`src/design/rgb2yuyv_pkg.sv`:
```
package rgb2yuyv_pkg;

  localparam int CHAN5_MASK = 'h1F;
  localparam int CHAN6_MASK = 'h3F;
  localparam int CHAN5_MAX  = 31;
  localparam int CHAN6_MAX  = 63;
  localparam int BYTE_MAX   = 255;

  // bt.601 studio-range coefficients
  localparam int Y_R = 66;
  localparam int Y_G = 129;
  localparam int Y_B = 25;
  localparam int U_R = -38;
  localparam int U_G = -74;
  localparam int U_B = 112;
  localparam int V_R = 112;
  localparam int V_G = -94;
  localparam int V_B = -18;

  localparam int ROUND_HALF  = 128;
  localparam int LUMA_OFFSET = 16;
  localparam int CHROMA_BIAS = 128 * 256;

  localparam int SUM_W    = 16;  // luma sum stays below 2^16
  localparam int CSUM_W   = 17;  // signed chroma sum
  localparam int CBIAS_W  = 18;

  typedef logic [7:0] byte_t;

  // c*255/31 = 8c + floor(7c/31), the fraction found by compares
  function automatic byte_t widen5(input logic [4:0] c);
    logic [7:0] c7;
    logic [2:0] frac;
    c7   = {c, 3'b000} - {3'b000, c};
    frac = '0;
    for (int k = 1; k <= 7; k++) begin
      if (c7 >= 8'(k * CHAN5_MAX)) frac = frac + 3'd1;
    end
    return {c, 3'b000} + {5'b00000, frac};
  endfunction

  // c*255/63 = 4c + floor(3c/63)
  function automatic byte_t widen6(input logic [5:0] c);
    logic [7:0] c3;
    logic [1:0] frac;
    c3   = {1'b0, c, 1'b0} + {2'b00, c};
    frac = '0;
    for (int k = 1; k <= 3; k++) begin
      if (c3 >= 8'(k * CHAN6_MAX)) frac = frac + 2'd1;
    end
    return {c, 2'b00} + {6'b000000, frac};
  endfunction

  typedef struct packed {
    byte_t r;
    byte_t g;
    byte_t b;
  } rgb_t;

  function automatic rgb_t expand565(input logic [15:0] px);
    rgb_t c;
    c.r = widen5(px[15:11]);
    c.g = widen6(px[10:5]);
    c.b = widen5(px[4:0]);
    return c;
  endfunction

  function automatic logic [SUM_W-1:0] luma_sum(input rgb_t c);
    return SUM_W'(Y_R * c.r + Y_G * c.g + Y_B * c.b + ROUND_HALF);
  endfunction

  function automatic byte_t luma_byte(input logic [SUM_W-1:0] s);
    logic [8:0] y;
    y = {1'b0, s[SUM_W-1:8]} + 9'(LUMA_OFFSET);
    return y[8] ? byte_t'(BYTE_MAX) : y[7:0];
  endfunction

  // floor shift plus 128 done by biasing the sum so it never goes negative
  function automatic byte_t chroma_byte(input logic signed [CSUM_W-1:0] s);
    logic signed [CBIAS_W-1:0] biased;
    biased = CBIAS_W'(s) + CBIAS_W'(CHROMA_BIAS);
    if (biased < 0) begin
      return '0;
    end else if (biased[CBIAS_W-2:16] != '0) begin
      return byte_t'(BYTE_MAX);
    end else begin
      return biased[15:8];
    end
  endfunction

endpackage

```
`src/design/rgb565_pair_to_yuyv.sv`:
```
// channel | direction | handshake            | payload
// in      | input     | in_valid / in_ready   | pixel_first, pixel_second
// out     | output    | out_valid / out_ready | luma_first, chroma_blue, luma_second, chroma_red
//
// four register stages: expand, luma sums and pair average, luma bytes and
// chroma sums, chroma bytes; one pair accepted per cycle unless an output stall has filled the stages.
// each stage holds while the one after it is full and stalled, and empty
// stages fill in, so an output stall backs up into in_ready without loss.
// rst (synchronous) clears the stage valid bits; no other state.
module rgb565_pair_to_yuyv (
  input  logic        clk,
  input  logic        rst,
  input  logic        in_valid,
  output logic        in_ready,
  input  logic [15:0] pixel_first,
  input  logic [15:0] pixel_second,
  output logic        out_valid,
  input  logic        out_ready,
  output logic [7:0]  luma_first,
  output logic [7:0]  chroma_blue,
  output logic [7:0]  luma_second,
  output logic [7:0]  chroma_red
);
  import rgb2yuyv_pkg::*;

  logic v1, v2, v3, v4;
  logic rdy1, rdy2, rdy3, rdy4;

  // stage 1
  rgb_t px0, px1;
  // stage 2
  logic [SUM_W-1:0] ysum0, ysum1;
  rgb_t avg;
  // stage 3
  byte_t y0_s3, y1_s3;
  logic signed [CSUM_W-1:0] usum, vsum;
  // stage 4
  byte_t y0_s4, y1_s4, u_s4, v_s4;

  rgb_t avg_next;

  assign rdy4 = !v4 || out_ready;
  assign rdy3 = !v3 || rdy4;
  assign rdy2 = !v2 || rdy3;
  assign rdy1 = !v1 || rdy2;
  assign in_ready = rdy1;

  // truncated average of each expanded channel
  always_comb begin
    logic [8:0] sr, sg, sb;
    sr = {1'b0, px0.r} + {1'b0, px1.r};
    sg = {1'b0, px0.g} + {1'b0, px1.g};
    sb = {1'b0, px0.b} + {1'b0, px1.b};
    avg_next.r = sr[8:1];
    avg_next.g = sg[8:1];
    avg_next.b = sb[8:1];
  end

  always_ff @(posedge clk) begin
    if (rst) begin
      v1 <= 1'b0;
      v2 <= 1'b0;
      v3 <= 1'b0;
      v4 <= 1'b0;
    end else begin
      if (rdy1) v1 <= in_valid;
      if (rdy2) v2 <= v1;
      if (rdy3) v3 <= v2;
      if (rdy4) v4 <= v3;
    end
  end

  always_ff @(posedge clk) begin
    if (rdy1 && in_valid) begin
      px0 <= expand565(pixel_first);
      px1 <= expand565(pixel_second);
    end
    if (rdy2 && v1) begin
      ysum0 <= luma_sum(px0);
      ysum1 <= luma_sum(px1);
      avg   <= avg_next;
    end
    if (rdy3 && v2) begin
      y0_s3 <= luma_byte(ysum0);
      y1_s3 <= luma_byte(ysum1);
      usum  <= CSUM_W'(U_R * avg.r + U_G * avg.g + U_B * avg.b + ROUND_HALF);
      vsum  <= CSUM_W'(V_R * avg.r + V_G * avg.g + V_B * avg.b + ROUND_HALF);
    end
    if (rdy4 && v3) begin
      y0_s4 <= y0_s3;
      y1_s4 <= y1_s3;
      u_s4  <= chroma_byte(usum);
      v_s4  <= chroma_byte(vsum);
    end
  end

  assign out_valid   = v4;
  assign luma_first  = y0_s4;
  assign chroma_blue = u_s4;
  assign luma_second = y1_s4;
  assign chroma_red  = v_s4;

endmodule

```
`config.mk`:
```
export PLATFORM = sky130hd
export DESIGN_NAME = rgb565_pair_to_yuyv
export DESIGN_NICKNAME = d
export VERILOG_FILES = /design/src/design/rgb2yuyv_pkg.sv /design/src/design/rgb565_pair_to_yuyv.sv
export SDC_FILE = /design/constraint.sdc
export NUM_CORES = 1
export LEC_CHECK = 0
export ABC_AREA = 1
export BUFFER_PORTS_ARGS = -buffer_cell sky130_fd_sc_hd__buf_2
export CORE_UTILIZATION = 35
export DETAILED_ROUTE_END_ITERATION = 8
export PLACE_DENSITY_LB_ADDON = 0.08
export SLEW_MARGIN = 20
export SYNTH_ARGS = -nofsm -noshare
export SYNTH_HDL_FRONTEND = slang
export SYNTH_SLANG_ARGS = --single-unit
```
`constraint.sdc`:
```
create_clock -name clk -period 11.9 [get_ports clk]
set_input_delay 0.595 -clock clk [delete_from_list [all_inputs] [get_ports clk]]
set_output_delay 0.595 -clock clk [all_outputs]
set_load 0.02 [all_outputs]
```
After elaboration in Yosys (flattened, before gate mapping) --
Index checks and enable logic that the tools add are counted.
Cells by class: $add $sub $neg 59, multipliers 12, order comparisons 36, multiplexer cells 70, reduce and logical (&&, ||, !) cells 12
Operators by type and width (count):
- 3-bit two-way mux | 52
- 31-bit by 8-bit multiplier with 16-bit output, first input constant | 4
- 8-bit greater-or-equal comparator, second input constant | 14
- 8-bit by 7-bit greater-or-equal comparator with 1-bit output, second input constant | 10
- 3-bit by 1-bit adder with 3-bit output, second input constant | 24
- 8-bit by 6-bit greater-or-equal comparator with 1-bit output, second input constant | 6
- 17-bit by 17-bit adder with 18-bit output, second input constant | 2
- 18-bit by 1-bit < comparator with 1-bit output, second input constant | 2
- 17-bit adder | 2
- 17-bit by 8-bit adder with 17-bit output, second input constant | 2
- 15-bit by 16-bit adder with 16-bit output | 2
- 16-bit by 13-bit adder with 16-bit output | 2
- 16-bit by 8-bit adder with 16-bit output, second input constant | 2
- 8-bit by 3-bit adder with 8-bit output | 4
- 8-bit by 5-bit greater-or-equal comparator with 1-bit output, second input constant | 4
- 8-bit by 8-bit multiplier with 16-bit output, first input constant | 2
- 8-bit by 5-bit subtractor with 8-bit output | 4
- 6-bit by 8-bit multiplier with 14-bit output, first input constant | 2
- 8-bit by 8-bit adder with 9-bit output | 3
- 5-bit by 8-bit multiplier with 13-bit output, first input constant | 2
- 3-bit by 8-bit multiplier with 11-bit output, first input constant | 2
- 2-bit two-way mux | 10
- 8-bit by 5-bit adder with 9-bit output, second input constant | 2
- 15-bit by 17-bit adder with 17-bit output | 1
- 9 further kinds | 29
Word-level totals: bits in registers 190, input bits 36

Logic depth before layout (Yosys ltp) --
Gate-level depths: netlist (run 1).
word-level depth 26, mapped depth 34

Worst setup path before layout (run 1) --
Ideal clock, no wire load.
path kind reg-to-reg, from reg avg[18] (netlist bit), to reg usum[16], data pin, library setup time 0.252 ns, data arrival time 5.993 ns, slack 5.655 ns, stages on the path, launching flop included 33, path buffers 0, period minus slack after synthesis 6.245 ns, cell sequence edfxtp_1 inv_1 fa_1 inv_1 fa_1 fa_1 inv_1 fa_1 inv_1 ha_1 nand2_1 inv_1 nand2_1 nand2_1 a21oi_1 nor2_1 o21ai_0 nand2_1 nand2_1 nand2_1 fa_1 inv_1 ha_1 ha_1 a21oi_1 inv_1 a21oi_1 inv_1 a21o_1 a31oi_1 inv_1 nand2_1 nand2_1
Between the ends: cells in the longest elaborated chain, start to end 4
RTL lines:
- from (decl) | line rgb565_pair_to_yuyv.sv:33 | rgb_t avg;
- from (signal assigned) | line rgb565_pair_to_yuyv.sv:81 | avg <= avg_next;
- 31-bit by 8-bit multiplier with 16-bit output | line rgb565_pair_to_yuyv.sv:86 | usum <= CSUM_W'(U_R * avg.r + U_G * avg.g + U_B * avg.b + ROUND_HALF);
- 17-bit adder | line rgb565_pair_to_yuyv.sv:86
- 17-bit by 15-bit adder with 17-bit output | line rgb565_pair_to_yuyv.sv:86
- 17-bit by 8-bit adder with 17-bit output | line rgb565_pair_to_yuyv.sv:86
- to (signal assigned) | line rgb565_pair_to_yuyv.sv:86
- to (decl) | line rgb565_pair_to_yuyv.sv:36 | logic signed [CSUM_W-1:0] usum, vsum;
No other way between the ends. A chain may end at the register's enable or synchronous reset.

Worst setup path after layout (run 1) --
Ends and elaborated chain as after synthesis.

==> results.toml, run 1 <==
[detailed_routing]
drt-vias-per-instance = 4.56
routed_wl_mm = 49.0
vias = 15292
iter_0_drt_violations = 509
firstDrtPassIters = 7
route.antenna.remaining_nets = 0
wire_per_inst_microns = 14.6
drcViolationCount = 4

[grt]
grt.total_usage_pct = 16.4
grt_overflow_total = 0
wire_length_of_the_first_global_routing_pass_mm = 80.8
grt_start_max_net_pins = 49
number_of_antenna_violations_at_the_first_check_in_global_routing = 1
first_global_vias = 15772

[critical_path]
regToRegSetupSlack_ns = 5.23
r2r-start = "avg[18]"
worst_path_most_repeated_cell = "sky130_fd_sc_hd__inv_1"
ff2ff_path_depth = 30
worst_ep_arrival_time_ns = 6.92
crit_path_max_incr_delay_ns = 0.59
worstReg2RegEnd = "usum[16]"
end_kind = "flop"
worst-setup-path-type = "flop to flop"
critical_path.slowest_cell = "sky130_fd_sc_hd__fa_1"
critPathMaxFanout = 6
timing.critical_path.required_ns = 12.15
crit_path_start_kind = "flop"

[placement]
routabilityCongestion = 0.835
portBuffers = 69
place_area_sq_um = 23200
detailed_place_hpwl_mm = 42.6
detailedPlace.worstSlack_ns = 5.24

[timing]
worst_slew_margin_rel_pct = 34.8
finalHoldViolCount = 0
max_slew.worst_pin.slew_ns = 0.975
fin_setup_tns_ns = 0
finalWorstSetupSlack_ns = 5.23
grt_setup_unrepaired = "no"
fmax_mhz = 150
drv_slew = 0
clock_skew_ns = 0.0197
final.period_utilization_pct = 56.0
final_setup_violation_count = 0
timing.final.crit_period_ns = 6.67

[die]
floorplan.rows = 91
initial_core_util_pct = 35.3
die_h_microns = 251
core_region_area_sq_um = 61600
floorplan.io_pins = 70
width_of_the_chip_microns = 251
floorplan.die_area_sq_um = 63200

[cts]
clockBufferDepth = 2
clock_tree.root_cell = "sky130_fd_sc_hd__clkbuf_16"
number_of_h_tree_branching_levels = 4
cts-resized-gates = 0
insertion_delay_ns = 0.50
postCtsSetupRepairBufs = 0
tritoncts_num_sinks = 158
clock_tree_from_tritoncts = "yes"
ctsHoldBuffers = 0
clk_transition_reported_paths_ns = 0.08
cts_buf_count = 17

[synth]
synth.net_count = 3068
ys_warn_count = 0
post-synth-top-area-cell = "sky130_fd_sc_hd__ha_1"
postSynthRegisterBits = 158
synth_largest_type_area_fraction_pct = 24.1
edff_count_synth = 154
syn_area_sq_um = 21800
synth_cells = 2415
synth.area.top_cells = "sky130_fd_sc_hd__ha_1 24%, sky130_fd_sc_hd__edfxtp_1 21%, sky130_fd_sc_hd__fa_1 18%"
post_synthesis_average_cell_area_sq_um = 9.01
ys_async_sr_fraction_pct = 0
netlist-cell-type-count = 47
yosys_most_used_dff = "sky130_fd_sc_hd__edfxtp_1"
synth_seq_area_share_pct = 21.6

[run_status]
failed_checks = "design-rule violations"
status = "finished, violations left"

[min_path]
min_delay_path_depth = 2
timing.hold.worst.start = "rst"
min-delay-path-class = "input port to flop"
sink_of_the_worst_hold_path = "v1"

[finish]
final_cell_mix = "563 x sky130_fd_sc_hd__inv_1, 419 x sky130_fd_sc_hd__ha_1, 336 x sky130_fd_sc_hd__nand2_1"
nFillCells = 6165
final_common_cell = "sky130_fd_sc_hd__inv_1"
finish.instance_area_sq_um = 23800
final_net_count = 3157
post_route_cells_drive_above_1_share_pct = 7.59
area_delta_synth_final_pct = 9.49

[flow_run]
max_cap_viol_count = 0
-- Yosys cell counts, types with 14 or more instances --
| master | instances |
|---|---|
| sky130_fd_sc_hd__nand3_1 | 131 |
| sky130_fd_sc_hd__nand3_2 | 14 |
| sky130_fd_sc_hd__a21o_1 | 15 |
| sky130_fd_sc_hd__inv_1 | 563 |
| sky130_fd_sc_hd__nand2_1 | 336 |
| sky130_fd_sc_hd__nor2_1 | 107 |
| sky130_fd_sc_hd__xnor2_1 | 52 |
| sky130_fd_sc_hd__edfxtp_1 | 154 |
| sky130_fd_sc_hd__a21oi_1 | 129 |
| sky130_fd_sc_hd__o21ai_0 | 48 |
| sky130_fd_sc_hd__ha_1 | 419 |
| sky130_fd_sc_hd__fa_1 | 198 |
| sky130_fd_sc_hd__xor2_1 | 90 |
| sky130_fd_sc_hd__nand2_2 | 29 |
-- kinds of logic (layout without fill, tap and decap cells) --
kind of cell	count (synthesis)	after routing	share of synthesized area (%)
DFF	158	158	21.6
adders and majority gates	617	617	42.3
xor gates and xnor gates	143	143	5.79
AOI/OAI and AO/OA	242	242	6.36
other	0	1	0
and+or+nand+nor	679	679	14.0
buffers and inverters	576	678	9.94
-- cell type report --
cell class,count,area [sq um],area share (%)
clock buffers,17,425,1.79
multi-input cells,1681,14900,62.6
repair buffers,72,368,1.54
well taps,837,1050,4.40
inverters,574,2150,9.04
diodes,1,2.50,0.0105
flip-flops and latches,158,4700,19.7
clock inverters,15,214,0.898
-- worst max-delay path by stage --
stage	startpoint	end	slack, ns	cells after the start
2_1_floorplan	avg[18]	usum[16]	5.66	32
3_3_place_gp	avg[18]	usum[16]	5.26	32
3_5_place_dp	avg[18]	usum[16]	5.24	32
4_1_cts	avg[18]	usum[16]	5.22	32
5_1_grt	avg[19]	usum[16]	4.63	32
6_report	avg[18]	usum[16]	5.23	30
-- worst max-delay path: cells and delay by family, from the launching register on --
family          cells  cell delay (ns)
compound gates      7             1.17
fa+ha+maj           8             3.70
flops               1             0.49
buf+inv             8             0.58
simple gates        7             0.48
-- flip-flops by register name, indices dropped and copies added, names as in the netlist --
signal,cells
v2,1
px1,24
v3,1
v1,1
usum,9
avg,24
luma_first,8
luma_second,8
ysum1,8
y1_s3,8
chroma_blue,8
out_valid,1
vsum,9
y0_s3,8
chroma_red,8
ysum0,8
px0,24
-- per-stage QoR --
stage	util, %	hold slack [ns]	instances
final	38.7	0.301	3355
after global routing	38.7	0.280	3354
after CTS	38.7	0.257	3354
after detailed placement	37.6	0.405	3322
after global placement	37.6	0.401	3322
after floorplan	-	0.400	2415
-- metal layers --
metal | wire length (microns) | vias to the layer above | part of all wire (%) | track usage [%]
li1 | - | 7904 | - | -
met1 | 23200 | 7219 | 47 | 20.8
met2 | 23600 | 131 | 48 | 28.6
met3 | 1270 | 38 | 2.6 | 3.01
met4 | 864 | 0 | 1.8 | 4.27
met5 | 0 | - | 0 | 0
Power of run 1 is not shown: default switching activity piles up to over one toggle a cycle in this logic, so the estimate is an artifact.
==> run 2, diff against run 1 <==
==> constraint.sdc (replaced) <==
create_clock -name clk -period 6.2 [get_ports clk]
set_input_delay 0.31 -clock clk [delete_from_list [all_inputs] [get_ports clk]]
set_output_delay 0.31 -clock clk [all_outputs]
set_load 0.02 [all_outputs]
==> results.toml, run 2 (synthesized netlist as in run 1, its figures left out) <==
[run_status]
status = "complete, no violations"

[finish]
final_net_count = 3218
layoutNonFillerInstCount = 3415
layout_top_registers = "avg (24), px0 (24), px1 (24)"
final_common_cell = "sky130_fd_sc_hd__inv_1"
antenna_cells_inserted = 0
final_cell_mix = "560 x sky130_fd_sc_hd__inv_1, 410 x sky130_fd_sc_hd__ha_1, 333 x sky130_fd_sc_hd__nand2_1"
post_route_cells_drive_above_1_share_pct = 10.9
area_delta_synth_final_pct = 12.3

[detailed_routing]
drt-vias-per-instance = 4.54
firstDrtPassIters = 4
routed_wl_mm = 49.8
wire_per_inst_microns = 14.6
vias = 15501
iter_0_drt_violations = 457
route.antenna.remaining_nets = 0
drcViolationCount = 0

[critical_path]
ff2ff_path_depth = 26
cp-startpoint = "avg[20]"
r2r-start = "avg[20]"
worstReg2RegEnd = "usum[16]"
critical_path.top_delay_family = "adder cells"
crit_path_max_incr_delay_ns = 0.53
critPathMaxFanout = 4
critical_path_depth = 26
crit_path_start_kind = "flop"
worst-setup-path-type = "flop to flop"
endpoint = "usum[16]"
regToRegSetupSlack_ns = 0.21
path_buf_inv = 8
critical_path.slowest_cell = "sky130_fd_sc_hd__fa_1"
worst_ep_arrival_time_ns = 6.25
end_kind = "flop"
worst_path_most_repeated_cell = "sky130_fd_sc_hd__inv_1"
timing.critical_path.required_ns = 6.46

[timing]
max_slew.worst_pin.slew_ns = 0.989
finalHoldViolCount = 0
grt_setup_unrepaired = "yes"
drv_slew = 0
final.period_utilization_pct = 96.7
timing.final.crit_period_ns = 5.99
final_setup_violation_count = 0
clock_skew_ns = 0.0193
worst_slew_margin_rel_pct = 33.9
fmax_mhz = 167

[cts]
clockBufferDepth = 2
number_of_h_tree_branching_levels = 4
clock_tree.root_cell = "sky130_fd_sc_hd__clkbuf_16"
cts_buf_count = 17
clock_tree_from_tritoncts = "yes"
insertion_delay_ns = 0.49
tritoncts_num_sinks = 158
clk_transition_reported_paths_ns = 0.09

[grt]
number_of_antenna_violations_at_the_first_check_in_global_routing = 2
grt.total_usage_pct = 16.6
first_global_vias = 15946
wire_length_of_the_first_global_routing_pass_mm = 81.2
grt_start_max_net_pins = 49
grt_overflow_total = 0

[placement]
portBuffers = 69
routabilityCongestion = 0.850
dp.cells = 3371
detailed_place_hpwl_mm = 43.4

[die]
floorplan.rows = 91
initial_core_util_pct = 35.3
core_region_area_sq_um = 61600
floorplan.io_pins = 70
die_h_microns = 251
width_of_the_chip_microns = 251
floorplan.die_area_sq_um = 63200

[min_path]
min-delay-path-class = "input port to flop"

[flow_run]
max_cap_viol_count = 0
==> run 2: cell count changes in the layout (fill, tap and decap cells not counted), sizes merged <==
cell / change
clkinvlp: +3
buf: +60
clkinv: -2
clkbuf: +1
diode: -1
dlygate4sd3: +1
bufinv: -2
==> run 2: worst min-delay path by stage <==
stage                                from             to  slack (ns)  cells after the start
final                     pixel_first[15]        px0[23]        0.05                      1
after global routing      pixel_second[3]         px1[6]        0.02                      1
after global placement           y0_s3[0]  luma_first[0]        0.41                      0
after detailed placement         y0_s3[0]  luma_first[0]        0.41                      0
after floorplan                       rst      out_valid        0.38                      1
after CTS                 pixel_second[3]         px1[6]        0.01                      1
==> run 2: cell type report <==
type                            count  area [sq um]
Fill cell                        6175         37200
Inverter                          574          2150
Clock buffer                       18           429
Clock inverter                     14           151
Sequential cell                   158          4700
Multi-Input combinational cell   1681         15100
Timing Repair Buffer              133           828
Tap cell                          837          1050
==> run 2: repair_timing <==
item | in CTS | in global routing
hold endpoints to repair | 4 | 0
pin swaps | 0 | 29
gates cloned | 0 | 0
buffers inserted | 0 | 11
hold buffers | 1 | 0
endpoints found under the setup margin | 1 | 7
gates resized for setup | 1 | 38
==> run 2: per-stage QoR <==
step                utilization (%)  hold WS, ns  area [sq um]  worst slack, ns  TNS, ns
global route                   39.7       0.0183         24400          -0.0366  -0.0635
detailed placement             38.2        0.406         23600          0.00823        0
CTS                            39.2       0.0106         24100           0.0197        0
floorplan                         -        0.379         21800           0.0427        0
finish                         39.7       0.0514         24400            0.207        0
global placement               38.2        0.407         23600           0.0405        0
==> run 2: per-layer routing <==
layer / wire length [microns] / part of all wire [%] / vias to the layer above / track usage, %
li1: - / - / 8038 / -
met1: 23600 / 47 / 7331 / 21.1
met2: 24700 / 50 / 97 / 29.5
met3: 799 / 1.6 / 35 / 2.21
met4: 672 / 1.3 / 0 / 3.78
met5: 0 / 0 / - / 0
Power of run 2 is left out for the same reason.
